--- config.mk ---
export PLATFORM = sky130hd
export DESIGN_NAME = ffpa_ram
export DESIGN_NICKNAME = d
export VERILOG_FILES = /design/src/sv/first_fit_page_allocator_defines.svh /design/src/sv/ffpa_ram.sv
export SDC_FILE = /design/constraint.sdc
export NUM_CORES = 1
export LEC_CHECK = 0
export BUFFER_PORTS_ARGS = -buffer_cell sky130_fd_sc_hd__buf_2
export CAP_MARGIN = 20
export CELL_PAD_IN_SITES_DETAIL_PLACEMENT = 0
export CELL_PAD_IN_SITES_GLOBAL_PLACEMENT = 2
export CORE_MARGIN = 2
export CORE_UTILIZATION = 23
export DETAILED_ROUTE_END_ITERATION = 16
export HOLD_SLACK_MARGIN = 0.12
export PLACE_DENSITY = 0.56
export SKIP_LAST_GASP = 1
export SLEW_MARGIN = 20
export SYNTH_ARGS = -nofsm -noshare
export SYNTH_HDL_FRONTEND = slang
export SYNTH_SLANG_ARGS = --single-unit
--- constraint.sdc ---
create_clock -name clk -period 1.7 [get_ports clk]
set_input_delay 0.085 -clock clk [delete_from_list [all_inputs] [get_ports clk]]
set_output_delay 0.085 -clock clk [all_outputs]
set_load 0.01 [all_outputs]
--- src/sv/first_fit_page_allocator_defines.svh ---
// Assertion macros shared by the allocator RTL
`ifndef FIRST_FIT_PAGE_ALLOCATOR_DEFINES_SVH
`define FIRST_FIT_PAGE_ALLOCATOR_DEFINES_SVH

// Clocked check, held off while reset is high
`define FFPA_ASSERT(lbl, prop, msg) \
  lbl: assert property (@(posedge clk) disable iff (rst) (prop)) else $error(msg);

// Clocked check that also holds through reset
`define FFPA_ASSERT_ALWAYS(lbl, prop, msg) \
  lbl: assert property (@(posedge clk) (prop)) else $error(msg);

`endif

--- src/sv/ffpa_ram.sv ---
`timescale 1ns / 1ps
// ----------------------------------------------------------------------------
// ffpa_ram
// Generic single-write, single-read synchronous RAM with registered read.
// ----------------------------------------------------------------------------
module ffpa_ram #(
  parameter int WIDTH = 8,
  parameter int DEPTH = 16
) (
  input  logic                     clk,
  input  logic                     we,
  input  logic [$clog2(DEPTH)-1:0] waddr,
  input  logic [WIDTH-1:0]         wdata,
  input  logic [$clog2(DEPTH)-1:0] raddr,
  output logic [WIDTH-1:0]         rdata
);

  logic [WIDTH-1:0] mem [DEPTH];

  // Write port and registered read port
  always_ff @(posedge clk) begin
    if (we) begin
      mem[waddr] <= wdata;
    end
    rdata <= mem[raddr];
  end

endmodule

Yosys cells after proc, flatten, opt, wreduce, memory -nomap -nowiden
Memories as Yosys holds them, arrays and structs flattened. A register that Yosys moved wholly into a read port is not among the register bits.
Index checks and enable logic that the tools add are counted.

storage, ports and cells
  register bits = 0
  bits in writable memories = 128
  bits of input ports = 18
  logic and storage cells = 3
  memories kept = 1

memories
  name  words  width  read ports  clocked after memory_dff  wr ports  line            RTL
  mem   16     8      1           1                         1         ffpa_ram.sv:18  logic [WIDTH-1:0] mem [DEPTH];

operators by class
  mux-type cells = 2

operators by type and width
  cell               number
  two-way mux 1 bit  2

Logic depth before layout (Yosys ltp)
Gate-level depths: netlist of run 1.

  depth in word-level cells = 2
  mapped depth = 5
  mapped depth without buffers = 3

Worst setup path after synthesis of run 1
No wires, ideal clock.

  path kind = input -> register
  start = input waddr[2]
  end = memory mem[0][0], enable pin
  setup time = 0.383 ns
  arrival = 1.195 ns
  required time = 1.317 ns
  path slack = 0.122 ns
  cell stages on the path = 2
  cells stage by stage = or3b_2 > nor3_1

RTL lines
  element          line            RTL
  start, declared  ffpa_ram.sv:12  input logic [$clog2(DEPTH)-1:0] waddr,
  end, declared    ffpa_ram.sv:18

No word-level cell before the write port.

==> summary.txt, run 1 <==
Status
  – Status: finished, final reports clean

Yosys
  – Cell area after synthesis: 0.00515 mm2
  – Seq cells post-synth: 136
  – Synthesized netlist cell count: between 200 and 250
  – Seq/Total Area, Yosys: 77.8%
  – Post-Syn Area per Cell: between 20 and 25 um2
  – Number of synthesized flops with an enable pin: 128
  – Synth cell count leaders: 128 x edfxtp_1, 18 x mux4_2, 16 x a22oi_1
  – Synthesized Nets: roughly 250
  – Cell taking the most area after synthesis: edfxtp_1
  – Post-synthesis cell type count: 19
  – Share of flip-flops with an asynchronous set or reset: 0%
  – Synth warnings: 0
  – Ys flop type: edfxtp_1
  – Most common cell in the netlist: edfxtp_1
  – Top cell type's share of synthesized area: 74.7%
  – Synth top area cells: edfxtp_1 75%, mux4_2 7.9%, mux4_1 7.1%

Worst setup path
  – CP required: 1.99 ns
  – Critical path arrival: approximately 1.7 ns
  – Reg2Reg Depth: 3
  – Worst reg2reg endpoint: rdata[1]
  – Critical Path Source Type: flip-flop
  – Crit-path max FO: 1
  – Critical setup path kind: flip-flop to flip-flop
  – Worst reg2reg startpoint: mem[1][1]
  – R2R setup slack: 0.29 ns
  – Crit end category: flip-flop

Finish
  – Design Area, Final: 0.00643 mm2
  – Share of layout cells above drive strength 1: a little under a third
  – Antenna diodes: 0
  – Layout Nets: 311
  – Final Instance Count excl. Fillers: 586
  – Synth-to-Final Area Change: 24.8%

Power
  – Lkg Pwr: 2.14 nW
  – Power per cell area: between 1000 and 1500 mW/mm2
  – Worst vdd ir: about 0.47 mV

CTS
  – Cts repair resizes: 0
  – Worst-Skew Late Latency: between 0.4 and 0.5 ns
  – Cts hold-fix bufs: 8
  – Num CTS Buffers: 17
  – Clock-pin slew on the worst setup and hold paths: around 0.06 ns
  – Post-CTS Setup Bufs: 0
  – Max clock buf depth: 2
  – CTS tree: done
  – H-tree Lvls: 4
  – Root Buffer: clkbuf_16
  – TritonCTS Sinks: 136

Timing
  – Highest Clock Rate: 711 MHz
  – Tmin final: roughly 1.4 ns
  – Setup_tns: 0 ns
  – Final hold vios: 0
  – Final Setup Violations: 0
  – Worst relative slew slack: 69.8%
  – Max-slew violation count: 0
  – Fin crit share: between 80% and 90%
  – Clock Skew: 0.00537 ns
  – RSZ-0062 raised after global routing: false
  – Worst-Margin Slew: roughly 0.45 ns

Min path
  – Hold path depth: 4
  – Tightest Hold Check Type: primary input to flip-flop
  – Min-Delay Endpoint: rdata[3]
  – Hold path start: raddr[1]

GRT
  – First-pass GRT wire length: roughly 16000 um
  – Initial antenna violation count: 0
  – Largest net degree at the start of global routing: 18
  – Vias in the first global route: 2542
  – Gr ovfl total: 0
  – Gr usage total: 9.60%

Drt
  – Via Count: around 2.5k
  – DR vias/cell: 4.20
  – # DRC: 0
  – DRT iter0 DRCs: 162
  – WL/cell: 18.4 um
  – Routed WL: 10800 um
  – DRT Pass-1 Iters: 4
  – Post-route ant nets: 0

Floorplan
  – Initial Utilization: 23.5%
  – Die Width: roughly 150 um
  – Core Region: 0.0219 mm2
  – Chip height: 154 um
  – FP Rows: 54
  – I/O Pins: 26
  – DIE AREA: ~0.024 mm2

Placed design
  – GPL Wtd Cong: 0.713
  – Placed inst area: 0.00574 mm2
  – Port bufs: 25
  – HPWL after DPL: 7100 um
  – Post-Place Cells: 546

Job
  – Max-cap check violation count: 0
## flip-flops by register name, summed over array words and instances, names as in the netlist
register	cells
mem	128
rdata	8
## metrics by stage
stage	power (W)	setup WS, ns	util, %	hold WS (ns)
2_1_floorplan	0.00404	0.122	-	0.184
3_3_place_gp	0.00421	0.137	26.2	0.468
3_5_place_dp	0.00422	0.150	26.2	0.481
4_1_cts	0.00794	0.302	29.4	0.239
5_1_grt	0.00813	0.219	29.4	0.270
6_report	0.00784	0.293	29.4	0.243
## layout by cell type, fill, tap and decap left out, types with 2 or more instances in the layout
master,netlist,layout
a22oi_1,16,16
buf_12,0,3
nand2b_1,2,2
bufinv_16,0,3
dlygate4sd3_1,0,8
buf_4,1,19
clkinvlp_4,0,5
nor3_1,4,4
mux4_1,14,14
nand2_1,9,9
nand3b_1,2,2
edfxtp_1,128,128
mux4_2,18,18
buf_2,3,25
nor2_1,13,13
clkbuf_16,0,17
clkbuf_8,0,2
dfxtp_1,8,8
clkinv_2,0,2
## final cells by class
cell class	count	area [um2]
fillers	2141	15500
flip-flops and latches	136	4000
multi-input cells	83	1060
clock buffers	20	457
repair buffers	55	408
well taps	280	350
clock inverters	12	150
## worst max-delay path, cell delays in order (launching register included)
cell and delay, ns:
edfxtp_1 0.35, mux4_1 0.51, a22oi_1 0.34, nand2_1 0.10
## logic make-up after synthesis
group	count (synthesis)	synth area share, %
AOI/OAI and AO/OA	16	2.33
DFF	136	77.8
buffers and inverters	10	1.68
and+or+nand+nor	35	3.18
muxes	32	15.0
## worst max path at each step
stage | startpoint | endpoint | slack, ns | cells past startpoint
floorplan | waddr[2] | mem[0][0] | 0.12 | 2
finish | mem[1][1] | rdata[1] | 0.29 | 3
global route | mem[5][1] | rdata[1] | 0.22 | 3
detailed placement | raddr[0] | rdata[1] | 0.15 | 5
global placement | raddr[0] | rdata[3] | 0.14 | 5
CTS | mem[7][3] | rdata[3] | 0.30 | 3
## per-layer routing
metal	up-vias	GRT usage (%)	wire, um
met4	0	2.75	97
met1	1296	13.1	5190
met2	59	14.9	4990
met5	-	0	0
li1	1097	-	-
met3	7	3.02	526
## report_power, final
group | internal (W) | switching (W)
Sequential | 0.00375 | 0.0000221
Combinational | 0.000170 | 0.000216
Clock | 0.00237 | 0.00131
Total | 0.00629 | 0.00155
Note: power is estimated with default switching activity, not from simulation.
==> inputs of run 2 (changes only) <==
--- a/config.mk
+++ b/config.mk
@@ -13,7 +13,7 @@
 export CORE_UTILIZATION = 23
 export DETAILED_ROUTE_END_ITERATION = 16
 export HOLD_SLACK_MARGIN = 0.12
-export PLACE_DENSITY = 0.56
+export PLACE_DENSITY = 0.54
 export SKIP_LAST_GASP = 1
 export SLEW_MARGIN = 20
 export SYNTH_ARGS = -nofsm -noshare
==> constraint.sdc (replaced) <==
create_clock -name clk -period 1.43 [get_ports clk]
set_input_delay 0.0715 -clock clk [delete_from_list [all_inputs] [get_ports clk]]
set_output_delay 0.0715 -clock clk [all_outputs]
set_load 0.01 [all_outputs]
==> summary.txt, run 2 (synthesized netlist as in run 1, its figures left out) <==
Status
  – Status: finished, final reports clean (unchanged)

Power
  – Lkg Pwr: 2.17 nW (was 2.14 nW)
  – Sw power: 0.00180 W (was 0.00155 W)
  – Worst vdd ir: 0.562 mV (was 0.468 mV)
  – Power per cell area: 1420 mW/mm2 (was 1220 mW/mm2)
  – Int Power: 0.00741 W (was 0.00629 W)
  – Clock power share: 46.1% (was 47.0%)
  – Sequential Power Share: 48.7% (was 48.1%)
  – Logic pwr share: 5.1% (was 4.9%)
  – Switching share of total power: 19.5% (was 19.8%)

Floorplan
  – I/O Pins: 26 (unchanged)
  – Die Width: 154 um (unchanged)
  – FP Rows: 54 (unchanged)
  – DIE AREA: 0.0236 mm2 (unchanged)
  – Chip height: 154 um (unchanged)
  – Initial Utilization: 23.5% (unchanged)
  – Core Region: 0.0219 mm2 (unchanged)

Timing
  – Fin crit share: 95.0% (was 82.8%)
  – Final Setup Violations: 0 (unchanged)
  – Final hold vios: 0 (unchanged)
  – Clock Skew: 0.00855 ns (was 0.00537 ns)
  – Worst relative slew slack: 38.4% (was 69.8%)
  – Highest Clock Rate: 736 MHz (was 711 MHz)
  – WHS: 0.222 ns (was 0.243 ns)
  – Tmin final: 1.36 ns (was 1.41 ns)
  – Max-slew violation count: 0 (unchanged)
  – Worst-Margin Slew: 0.921 ns (was 0.453 ns)
  – Final setup margin: 0.0716 ns (was 0.293 ns)

Worst setup path
  – CP delay by family, top: multiplexers (unchanged)
  – Worst reg2reg startpoint: mem[3][6] (was mem[1][1])
  – Worst path slowest cell: mux4_2 (was mux4_1)
  – Crit-path max FO: 1 (unchanged)
  – Critical path arrival: 1.64 ns (was 1.70 ns)
  – Worst reg2reg endpoint: rdata[6] (was rdata[1])
  – Worst path bufs/invs: 1 (was 0)
  – Worst-path cell chain: mux4_2 -> a22oi_2 -> buf_4 -> nand2_1 (was mux4_1 -> a22oi_1 -> nand2_1)
  – Critical Path Source Type: flip-flop (unchanged)
  – CP startpoint: mem[3][6] (was mem[1][1])
  – Crit end category: flip-flop (unchanged)
  – CP required: 1.71 ns (was 1.99 ns)
  – Critical setup path kind: flip-flop to flip-flop (unchanged)
  – Critical Path End: rdata[6] (was rdata[1])
  – Levels on crit path: 4 (was 3)
  – Reg2Reg Depth: 4 (was 3)
  – Crit-path max cell delay: 0.51 ns (about the same)
  – R2R setup slack: 0.07 ns (was 0.29 ns)

CTS
  – Clock-pin slew on the worst setup and hold paths: 0.06 ns (about the same)
  – Post-CTS Setup Bufs: 0 (unchanged)
  – CTS tree: done (unchanged)
  – Root Buffer: clkbuf_16 (unchanged)
  – TritonCTS Sinks: 136 (unchanged)
  – Num CTS Buffers: 17 (unchanged)
  – Max clock buf depth: 2 (unchanged)
  – Worst-Skew Late Latency: 0.42 ns (was 0.41 ns)
  – H-tree Lvls: 4 (unchanged)

GRT
  – Initial antenna violation count: 0 (unchanged)
  – Largest net degree at the start of global routing: 24 (was 18)
  – Gr usage total: 9.86% (was 9.60%)
  – Vias in the first global route: 2661 (was 2542)
  – Gr ovfl total: 0 (unchanged)
  – First-pass GRT wire length: 16600 um (was 16100 um)

Min path
  – Tightest Hold Check Type: primary input to flip-flop (unchanged)

Drt
  – Post-route ant nets: 0 (unchanged)
  – WL/cell: 18.5 um (was 18.4 um)
  – DR vias/cell: 4.12 (was 4.20)
  – # DRC: 0 (unchanged)
  – Routed WL: 10900 um (was 10800 um)
  – Via Count: 2436 (was 2459)
  – DRT Pass-1 Iters: 4 (unchanged)
  – DRT iter0 DRCs: 189 (was 162)

Finish
  – Share of layout cells above drive strength 1: 33.4% (was 31.4%)
  – Top flop regs: mem x128, rdata x8 (unchanged)
  – Design Area, Final: 0.00646 mm2 (was 0.00643 mm2)
  – Multi-input gate area: 0.00108 mm2 (was 0.00106 mm2)
  – Commonest non-fill, non-tap cell in the layout: edfxtp_1 (unchanged)
  – Register area: 0.00400 mm2 (unchanged)
  – Synth-to-Final Area Change: 25.6% (was 24.8%)
  – Max reg flops: 128 (unchanged)
  – Top reg by flops: mem (unchanged)
  – Antenna diodes: 0 (unchanged)
  – Fillers: 2178 (was 2141)
  – Layout Nets: 316 (was 311)
  – Most frequent cells in the layout: 128 x edfxtp_1, 25 x buf_2, 24 x buf_4 (was 128 x edfxtp_1, 25 x buf_2, 19 x buf_4)

Placed design
  – Placed inst area: 0.00578 mm2 (was 0.00574 mm2)
  – Worst slack at placement: -0.164 ns (was 0.150 ns)
  – Port bufs: 25 (unchanged)
  – GPL Wtd Cong: 0.658 (was 0.713)
  – HPWL after DPL: 7150 um (was 7100 um)

Job
  – Max-cap check violation count: 0 (unchanged)
[run 2: power by group through the flow]
| stage | Clock, W | Combinational [W] | Sequential [W] |
|---|---|---|---|
| after detailed placement | 0 | 0.000465 | 0.00457 |
| after floorplan | 0 | 0.000227 | 0.00457 |
| after CTS | 0.00432 | 0.000484 | 0.00449 |
| final | 0.00425 | 0.000473 | 0.00449 |
| after global placement | 0 | 0.000459 | 0.00457 |
| after global routing | 0.00451 | 0.000519 | 0.00449 |
[run 2: worst min-delay path by stage]
stage          cells past startpoint  startpoint  slack (ns)         end
6_report                           3    waddr[0]        0.22   mem[0][4]
5_1_grt                            3    waddr[1]        0.23   mem[0][6]
4_1_cts                            3    waddr[1]        0.21   mem[0][6]
3_5_place_dp                       1    wdata[3]        0.47  mem[14][3]
3_3_place_gp                       1    wdata[3]        0.47  mem[14][3]
2_1_floorplan                      0    wdata[0]        0.17   mem[0][0]
[run 2: timing repair]
item,in CTS,in global routing
endpoints found under the hold margin,128,0
hold buffers,8,0
setup endpoints to repair,0,3
resized for setup,0,3
[run 2: layout make-up]
cell class | instances | share of cell area (%)
Multi-Input combinational cell | 83 | 16.7
Sequential cell | 136 | 61.9
Tap cell | 280 | 5.42
Clock buffer | 24 | 7.61
Clock inverter | 8 | 1.47
Timing Repair Buffer | 60 | 6.89
[run 2: metal layers]
metal	share of wire (%)	routed length [um]	GRT usage, %	up-vias
met5	0	0	0	-
met2	48	5260	15.4	49
li1	-	-	-	1108
met4	1.8	199	4.06	0
met3	4.4	476	3.10	12
met1	46	4990	12.8	1267
[run 2: stage by stage]
stage / util (%) / setup TNS [ns] / total power (W) / cells
2_1_floorplan: - / 0 / 0.00480 / 229
3_3_place_gp: 26.4 / -0.718 / 0.00503 / 551
3_5_place_dp: 26.4 / -0.687 / 0.00504 / 551
4_1_cts: 29.5 / 0 / 0.00930 / 591
5_1_grt: 29.5 / -0.00705 / 0.00952 / 591
6_report: 29.5 / 0 / 0.00920 / 591
[run 2: worst min-delay path, cell delays in order]
cell and delay (ns):
buf_2 0.14, nor3_2 0.06, buf_4 0.18
